**config.mk**
```make
export PLATFORM = sky130hd
export DESIGN_NAME = per_source_query_rate_limiter
export DESIGN_NICKNAME = d
export VERILOG_FILES = /design/src/design/psqrl_pkg.sv /design/src/design/psqrl_cell.sv /design/src/design/per_source_query_rate_limiter.sv
export SDC_FILE = /design/constraint.sdc
export NUM_CORES = 2
export LEC_CHECK = 0
export BUFFER_PORTS_ARGS = -buffer_cell sky130_fd_sc_hd__buf_2
export CORE_UTILIZATION = 58
export CTS_CLUSTER_SIZE = 16
export DETAILED_ROUTE_END_ITERATION = 10
export GPL_ROUTABILITY_DRIVEN = 0
export PLACE_DENSITY = 0.84
export SLEW_MARGIN = 20
export SYNTH_ARGS = -nofsm -noshare
export SYNTH_HDL_FRONTEND = slang
export SYNTH_SLANG_ARGS = --single-unit
```
**constraint.sdc**
```tcl
create_clock -name clk -period 15.4 [get_ports clk]
set_input_delay 0.77 -clock clk [delete_from_list [all_inputs] [get_ports clk]]
set_output_delay 0.77 -clock clk [all_outputs]
set_load 0.01 [all_outputs]
```
**src/design/psqrl_pkg.sv**
```systemverilog
// Shared types and constants for the per-source query rate limiter.
`timescale 1ns / 1ps
`default_nettype none
package psqrl_pkg;

  localparam int          ADDR_W        = 32;
  localparam int          TIME_W        = 32;
  localparam int          WIN_W         = 16;
  localparam int          CFG_ADDR_W    = 3;
  localparam logic [WIN_W-1:0]      WINDOW_RESET = WIN_W'(5 * 1000);
  localparam logic [CFG_ADDR_W-1:0] REG_WINDOW   = 3'd0;

  // One table entry as it moves between neighboring cells
  typedef struct packed {
    logic [ADDR_W-1:0] addr;
    logic [TIME_W-1:0] tstamp;
    logic              valid;
  } entry_t;

  // Phase strobes broadcast to every cell
  typedef struct packed {
    logic cmp_en;
    logic upd_en;
  } cell_ctrl_t;

endpackage
`default_nettype wire

```
**src/design/psqrl_cell.sv**
```systemverilog
// One slot of the source table: ages out, matches and shifts toward older slots.
`timescale 1ns / 1ps
`default_nettype none
module psqrl_cell (
  input  wire                               clk,
  input  wire                               rst_n,
  input  psqrl_pkg::cell_ctrl_t             ctrl,
  input  wire  [psqrl_pkg::ADDR_W-1:0]      q_addr,
  input  wire  [psqrl_pkg::TIME_W-1:0]      q_now,
  input  wire  [psqrl_pkg::WIN_W-1:0]       window,
  input  wire                               hit,
  input  psqrl_pkg::entry_t                 entry_in,
  input  wire                               chain_in,
  output psqrl_pkg::entry_t                 entry_out,
  output logic                              chain_out,
  output logic                              match
);
  import psqrl_pkg::*;

  logic [ADDR_W-1:0] addr_r;
  logic [TIME_W-1:0] tstamp_r;
  logic              valid_r;
  logic              match_r;
  logic [TIME_W-1:0] age;
  logic              live;

  // wrap-safe age against the zero-extended window
  assign age  = q_now - tstamp_r;
  assign live = valid_r && (age < {{(TIME_W-WIN_W){1'b0}}, window});

  always_ff @(posedge clk) begin
    if (!rst_n) begin
      valid_r <= 1'b0;
      match_r <= 1'b0;
    end else if (ctrl.cmp_en) begin
      valid_r <= live;
      match_r <= live && (addr_r == q_addr);
    end else if (ctrl.upd_en && !hit && chain_in) begin
      valid_r <= entry_in.valid;
    end
  end

  // every younger slot is occupied, so this one takes its neighbor's entry
  always_ff @(posedge clk) begin
    if (ctrl.upd_en && !hit && chain_in) begin
      addr_r   <= entry_in.addr;
      tstamp_r <= entry_in.tstamp;
    end
  end

  assign entry_out.addr   = addr_r;
  assign entry_out.tstamp = tstamp_r;
  assign entry_out.valid  = valid_r;
  assign chain_out        = chain_in && valid_r;
  assign match            = match_r;

endmodule
`default_nettype wire

```
**src/design/per_source_query_rate_limiter.sv**
```systemverilog
// Per-source query rate limiter: table of recent sources held in a chain of cells.
// Each accepted word passes the age/compare phase, then the update phase, to give its result word.
// A new query is accepted only when idle, after the compare and update phases of the cell row;
//   the update phase waits while the previous result word is still held.
// Reset (rst_n, synchronous): all slots invalid, window_ms = 5000, no result pending.
`timescale 1ns / 1ps
`default_nettype none
module per_source_query_rate_limiter #(
  parameter int TABLE_DEPTH = 16
) (
  input  wire         clk,
  input  wire         rst_n,
  input  wire         in_tvalid,
  output logic        in_tready,
  input  wire  [63:0] in_tdata,     // [31:0] source_address, [63:32] now_ms
  output logic        out_tvalid,
  input  wire         out_tready,
  output logic [7:0]  out_tdata,    // [0] allowed, [7:1] zero
  input  wire         cfg_psel,
  input  wire         cfg_penable,
  input  wire         cfg_pwrite,
  input  wire  [psqrl_pkg::CFG_ADDR_W-1:0] cfg_paddr,
  input  wire  [31:0] cfg_pwdata,
  output logic [31:0] cfg_prdata,
  output logic        cfg_pready
);
  import psqrl_pkg::*;

  typedef enum logic [1:0] {S_IDLE, S_CMP, S_UPD} state_t;

  state_t            state_r;
  logic [WIN_W-1:0]  window_r;
  logic [ADDR_W-1:0] q_addr_r;
  logic [TIME_W-1:0] q_now_r;
  logic              out_valid_r;
  logic              allowed_r;
  logic              upd_go;
  logic              hit;
  cell_ctrl_t        ctrl;

  entry_t            entry_chain [TABLE_DEPTH+1];
  logic [TABLE_DEPTH:0]   chain;
  logic [TABLE_DEPTH-1:0] match_vec;

  assign cfg_pready = 1'b1;
  assign cfg_prdata = (cfg_paddr == REG_WINDOW) ? {{(32-WIN_W){1'b0}}, window_r} : 32'd0;

  always_ff @(posedge clk) begin
    if (!rst_n) begin
      window_r <= WINDOW_RESET;
    end else if (cfg_psel && cfg_penable && cfg_pwrite && cfg_pready &&
                 cfg_paddr == REG_WINDOW) begin
      window_r <= cfg_pwdata[WIN_W-1:0];
    end
  end

  assign in_tready  = (state_r == S_IDLE);
  assign upd_go     = (state_r == S_UPD) && (!out_valid_r || out_tready);
  assign ctrl.cmp_en = (state_r == S_CMP);
  assign ctrl.upd_en = upd_go;
  assign hit        = |match_vec;

  always_ff @(posedge clk) begin
    if (in_tvalid && in_tready) begin
      q_addr_r <= in_tdata[31:0];
      q_now_r  <= in_tdata[63:32];
    end
  end

  always_ff @(posedge clk) begin
    if (!rst_n) begin
      state_r     <= S_IDLE;
      out_valid_r <= 1'b0;
      allowed_r   <= 1'b0;
    end else begin
      if (out_valid_r && out_tready) begin
        out_valid_r <= 1'b0;
      end
      case (state_r)
        S_IDLE: begin
          if (in_tvalid) begin
            state_r <= S_CMP;
          end
        end
        S_CMP: begin
          state_r <= S_UPD;
        end
        S_UPD: begin
          if (upd_go) begin
            allowed_r   <= !hit;
            out_valid_r <= 1'b1;
            state_r     <= S_IDLE;
          end
        end
        default: begin
          state_r <= S_IDLE;
        end
      endcase
    end
  end

  assign out_tvalid = out_valid_r;
  assign out_tdata  = {7'd0, allowed_r};

  // the new query enters the youngest slot
  assign entry_chain[0].addr   = q_addr_r;
  assign entry_chain[0].tstamp = q_now_r;
  assign entry_chain[0].valid  = 1'b1;
  assign chain[0]              = 1'b1;

  for (genvar i = 0; i < TABLE_DEPTH; i++) begin : g_cell
    psqrl_cell u_cell (
      .clk       (clk),
      .rst_n     (rst_n),
      .ctrl      (ctrl),
      .q_addr    (q_addr_r),
      .q_now     (q_now_r),
      .window    (window_r),
      .hit       (hit),
      .entry_in  (entry_chain[i]),
      .chain_in  (chain[i]),
      .entry_out (entry_chain[i+1]),
      .chain_out (chain[i+1]),
      .match     (match_vec[i])
    );
  end

endmodule
`default_nettype wire

```
# Yosys cells after proc, flatten, opt, wreduce, memory -nomap -nowiden
# Cells that the tools add are included.
dict set report word_totals {
  elab_cells 253
  register_bits 1140
  out_inout_bits 43
  inputBits 106
}
dict set report op_classes {
  n_eq_ne 20
  magnitude_cmp 16
  addsub 16
  mux 39
  n_reduce_logical 92
}
# operator count
set ops {}
lappend ops {{$eq 32x32->1} 16}
lappend ops {{$lt 32x16->1} 16}
lappend ops {{$sub 32x32->32} 16}
lappend ops {{$logic_and 1x1->1} 68}
lappend ops {{$mux 1} 35}
lappend ops {{$reduce_bool 2->1} 16}
lappend ops {{$mux 16} 1}
lappend ops {{$reduce_or 16->1} 1}
lappend ops {{$pmux 2 s3} 1}
lappend ops {{$mux 2} 2}
lappend ops {{$ne 2x2->1 const B} 2}
lappend ops {{$reduce_and 2->1} 2}
lappend ops {{$logic_not 3->1} 1}
lappend ops {{$eq 2x1->1 const B} 1}
lappend ops {{$eq 2x2->1 const B} 1}
lappend ops {{$logic_not 1->1} 2}
lappend ops {{$logic_not 2->1} 1}
lappend ops {{$logic_or 1x1->1} 1}

# Logic depth before layout (Yosys ltp)
dict set report depth {
  word_depth 17
  depth_mapped 23
  ltp_nobuf 23
}

# By module
# From an unflattened synthesis, not the netlist that was laid out.
dict set report unflattened {
  hier_cells 8292
  area_unflattened_um2 81983.6
}
# module seq_area_each_um2 cells_each area_per_inst_um2 instances
set modules_own_cells {}
lappend modules_own_cells {{psqrl_cell at g_cell[10].u_cell ...} 1961.9 505 4952.2 9}
lappend modules_own_cells {{psqrl_cell at g_cell[6].u_cell ...} 1961.9 516 4922.2 4}
lappend modules_own_cells {{psqrl_cell at g_cell[12].u_cell ...} 1961.9 492 4907.2 2}
lappend modules_own_cells {{psqrl_cell at g_cell[0].u_cell} 1961.9 491 4867.2 1}
lappend modules_own_cells {per_source_query_rate_limiter 2322.2 208 3042.9 1}

# Least setup slack after synthesis
# Ideal clock, no wire load.
dict set report synth_path {
  path_kind {input to register}
  from {input port out_tready}
  to {register g_cell[8].u_cell.valid_r}
  setup_ns 0.070
  n_path_buf 0
  slack_ns -0.611
  path_stages 9
  t_required_ns 15.330
  arrival_ns 15.942
  path_cell_list {nand2b_1 nand2b_1 nor3_1 and3_1 nor2b_1 nor2b_1 and3_1 o21ai_0 a21oi_2}
}
dict set report synth_between {
  elab_chain_cells 5
}
# item line_no
set synth_lines {}
lappend synth_lines {{start: declaration} per_source_query_rate_limiter.sv:17} ;# input wire out_tready,
lappend synth_lines {{$logic_or 1x1->1} per_source_query_rate_limiter.sv:58} ;# assign upd_go = (state_r == S_UPD) && (!out_valid_r || out_tready);
lappend synth_lines {{$logic_and 1x1->1} per_source_query_rate_limiter.sv:58}
lappend synth_lines {{$logic_and 1x1->1 (2 in series)} psqrl_cell.sv:38} ;# end else if (ctrl.upd_en && !hit && chain_in) begin
lappend synth_lines {{$reduce_bool 2->1 (no line)} --}
lappend synth_lines {{end signal: assignment} psqrl_cell.sv:36} ;# valid_r <= live;
lappend synth_lines {{end signal: assignment} psqrl_cell.sv:39} ;# valid_r <= entry_in.valid;
lappend synth_lines {{end: declaration} psqrl_cell.sv:22} ;# logic valid_r;
# No other way between the ends.
# A chain may end at the register's enable or synchronous reset.

# Final worst setup path
dict set report layout_path {
  from {register q_now_r[5]}
  to {register g_cell[3].u_cell.match_r}
}
dict set report layout_between {
  elab_chain_cells 4
}
# item line_no
set layout_lines {}
lappend layout_lines {{start: declaration} per_source_query_rate_limiter.sv:34} ;# logic [TIME_W-1:0] q_now_r;
lappend layout_lines {{start signal: assignment} per_source_query_rate_limiter.sv:66} ;# q_now_r <= in_tdata[63:32];
lappend layout_lines {{$sub 32x32->32} psqrl_cell.sv:28} ;# assign age = q_now - tstamp_r;
lappend layout_lines {{$lt 32x16->1} psqrl_cell.sv:29} ;# assign live = valid_r && (age < {{(TIME_W-WIN_W){1'b0}}, window});
lappend layout_lines {{$logic_and 1x1->1} psqrl_cell.sv:29}
lappend layout_lines {{$logic_and 1x1->1} psqrl_cell.sv:37} ;# match_r <= live && (addr_r == q_addr);
lappend layout_lines {{end signal: assignment} psqrl_cell.sv:37}
lappend layout_lines {{end: declaration} psqrl_cell.sv:23} ;# logic match_r;
# No other way between the ends.

==> results.ini <==
[drt]
drc_errors = 0
detail_route.vias_per_cell = 6.476
via_count = 60470
ant_nets = 0
wire_per_inst_um = 22.80
topRoutingLayerUsed = met5
met3_length_um = 21160
dr.pass1.iters = 10
dr.first_iter.drc_count = 6587
dr_wl_met2_um = 98410
drt_wl_total_um = 212900
wl_met1_um = 75100

[worst_hold_path]
whs_endpoint = q_addr_r[14]
min_from = in_tdata[14]
worstHoldPathCells = 1
hp-class = input pin to register

[global_route]
grt_overflow = 0
grt_pass1_vias = 59210
grt_pass1_wl_um = 325200
grt_max_degree = 69
antenna_found_initial = 5
grt_util_all_layers = 0.3163

[placed_design]
io_buffers = 108
pre_cts_slack_ns = 9.265
detailed_place_hpwl_um = 156500
dp.cells = 9111

[pwr]
p_sw_mw = 2.024
power_leakage_nw = 32.23
p_int_mw = 5.530
vdd_drop_max_mv = 0.09339
p_clk_frac = 0.394
power_frac_seq = 0.448
swShare = 0.2679
power.density_mw_per_mm2 = 91.70
power_frac_comb = 0.158

[layout]
diodes = 0
area_growth_pct = 8.937
fin_nets = 8348
fill_cells = 9461
drive_gt1_frac = 0.06490
layout.cells.non_filler = 9338

[floorplanning]
die_h_um = 363.1
ios = 149
initial_core_util = 0.5840
die_area_mm2 = 0.1318
num_rows = 132
core_mm2 = 0.1295
die_width_um = 363.1

[sta]
finalClockSkew_ns = 0.05034
slew_headroom = 0.2981
fmax_mhz = 159.3
fin_ws_ns = 9.124
setup_violations = 0
finalMaxSlewViolations = 0
worst_pin_slew_ns = 1.026
setup_tns_ns = 0
rsz0062_at_grt = false
layout_worst_path_cycle_share = 0.4075
period_minus_slack_ns = 6.276
final_hold_viol_count = 0

[clocking]
clock_path_buffers = 3
post_cts_buffers = 0
cts_resized = 0
clock-sinks = 1140
cts_tree = yes
clock-root-buffer = clkbuf_16
cts_buffers = 119
ctsHtreeMaxLevel = 3
clock_latency_ns = 0.77
clk_pin_slew_ns = 0.07
cts_hold_buf = 0

[job]
drv_cap = 0

[worst_setup_path]
worstSetupStartpointType = register
r2r_end = g_cell[3].u_cell.match
critPathCaptureType = register
regToRegSetupSlack_ns = 9.12
worstPathRequired_ns = 16.10
crit_fanout = 13
reg2reg_from = q_now_r[5]
cp.arrival_ns = 6.98
ff2ff_path_depth = 21
criticalPathCategory = register to register

[synth]
ys_warn_count = 0
synth-adder-area-share = 0.1260
async_flop_share = 0
synth_edf_count = 1088
synth_ff_type = edfxtp_1
ys_seq_elements = 1140
synth_compound_gate_area_share = 0.1618
yosysSeqAreaShare = 0.4458
synth.cell_area_mm2 = 0.07561
synthMuxAreaShare = 0.005196
synth_top_family_by_area = compound AO/OA/AOI/OAI gates
synth.distinct_cells = 100
synth-simple-area-share = 0.1197
synth-xor-area-share = 0.09682
postSynthCellCount = 7356
avgSynthCellArea_um2 = 10.28

[outcome]
status = completed

## worst max-delay path by stage
stage,start,end,slack [ns],cells past startpoint
final,q_now_r[5],g_cell[3].u_cell.match,9.12,21
after global routing,q_now_r[1],g_cell[3].u_cell.match,8.90,21
after CTS,q_now_r[0],g_cell[10].u_cell.match,9.31,24
after detailed placement,out_tready,g_cell[15].u_cell.addr_r[15],9.26,12
after global placement,out_tready,g_cell[15].u_cell.addr_r[15],9.38,12
after floorplan,out_tready,g_cell[8].u_cell.valid_r,1.42,9
## cell usage after synthesis (all sizes together) (88+ instances only)
| cell type | n | area (um2) |
|---|---|---|
| edfxtp | 1088 | 32670 |
| ha | 736 | 9209 |
| inv | 645 | 2421 |
| a21oi | 620 | 3126 |
| xnor2 | 575 | 5036 |
| nand2 | 465 | 1753 |
| nor2 | 396 | 1486 |
| o21ai | 392 | 1977 |
| xor2 | 260 | 2285 |
| nand4 | 214 | 1339 |
| a21o | 201 | 1509 |
| clkbuf | 180 | 675.7 |
| nand3 | 131 | 655.6 |
| o21a | 121 | 908.4 |
| nor3 | 101 | 505.5 |
| nor4 | 96 | 613.1 |
| nand2b | 88 | 550.5 |
## sequential cells by signal, indices dropped and copies added, names as in the netlist
signal,cells
g_cell.u_cell.match,16
window_r,16
q_now_r,32
g_cell.u_cell.addr_r,512
out_tvalid,1
g_cell.u_cell.valid_r,16
allowed_r,1
g_cell.u_cell.tstamp_r,512
state_r,2
q_addr_r,32
## cells in the final DEF (no fill, tap or decap), drive strengths merged, types with 24 or more instances in the layout
master | netlist | routed
nor2b | 82 | 82
nor3 | 101 | 101
mux2i | 28 | 28
o31ai | 35 | 35
nor4 | 96 | 96
ha | 736 | 736
o21bai | 56 | 56
a21oi | 620 | 620
xor2 | 260 | 260
o2111ai | 34 | 34
nor2 | 396 | 396
or3 | 26 | 26
and3 | 48 | 48
nand4 | 214 | 214
and2 | 50 | 50
edfxtp | 1088 | 1088
o21ai | 392 | 392
o31a | 24 | 24
a211oi | 66 | 66
clkinv | 0 | 45
nand2b | 88 | 88
a21o | 201 | 201
or4 | 29 | 29
buf | 42 | 213
o21a | 121 | 121
a2111oi | 26 | 26
o211ai | 59 | 59
dfxtp | 52 | 52
o22ai | 27 | 27
xnor2 | 575 | 575
a21boi | 33 | 33
nand3 | 131 | 131
conb | 2 | 24
nand2 | 465 | 465
clkbuf | 180 | 154
inv | 645 | 652
a31oi | 65 | 65
## cells by family (layout without fill, tap and decap cells)
family                     count (synthesis)  after routing
and+or+nand+nor                         1805           1805
buffers and inverters                    867           1085
AOI/OAI and AO/OA                       1917           1917
DFF                                     1140           1140
other                                      2             24
xor gates and xnor gates                 835            835
muxes                                     38             38
adders and majority gates                752            752
## per-stage QoR
| step | power [mW] | hold slack, ns | util | area (um2) |
|---|---|---|---|---|
| 3_5_place_dp | 4.590 | 0.4330 | 0.6049 | 78320 |
| 3_3_place_gp | 4.539 | 0.4308 | 0.6049 | 78320 |
| 6_report | 7.553 | 0.1827 | 0.6362 | 82370 |
| 4_1_cts | 7.532 | 0.1548 | 0.6361 | 82370 |
| 2_1_floorplan | 4.287 | 0.4244 | - | 75700 |
| 5_1_grt | 7.776 | 0.1613 | 0.6362 | 82370 |
## worst max-delay path, stage by stage (launching register included)
cell and delay [ns]:
edfxtp_1 0.55, buf_4 0.35, ha_1 0.34, a21o_1 0.24
a21oi_1 0.21, nand2_1 0.13, a31oi_1 0.34, o21a_1 0.27
o21ai_0 0.15, xnor2_1 0.16, ha_1 0.30, a21oi_1 0.13
nor2b_1 0.06, o21ai_0 0.23, o2111ai_1 0.15, a2111oi_0 0.55
nand4_1 0.21, a2111oi_0 0.39, nand4_1 0.15, a2111o_1 0.32
nor4_2 0.73, a22o_1 0.24
## per-layer routing
metal	vias up	global-route usage
li1	27360	-
met1	28460	0.3653
met2	3593	0.5255
met3	1052	0.06144
met4	8	0.2298
met5	-	0
## final cells by class
| class | count | area, um2 | share of cell area |
|---|---|---|---|
| repair buffers | 213 | 1329 | 0.01613 |
| inverters | 645 | 2421 | 0.02939 |
| clock inverters | 73 | 785.8 | 0.009539 |
| flip-flops and latches | 1140 | 33710 | 0.4093 |
| well taps | 1742 | 2180 | 0.02646 |
| multi-input cells | 5371 | 38680 | 0.4696 |
| clock buffers | 154 | 3262 | 0.03960 |
## power groups by stage
stage	logic (mW)	registers (mW)	clock network (mW)
floorplan	0.826	3.46	0
global placement	1.09	3.45	0
global route	1.29	3.39	3.10
detailed placement	1.14	3.45	0
finish	1.19	3.39	2.98
CTS	1.16	3.39	2.99
Power figures use the tool's default switching activity.
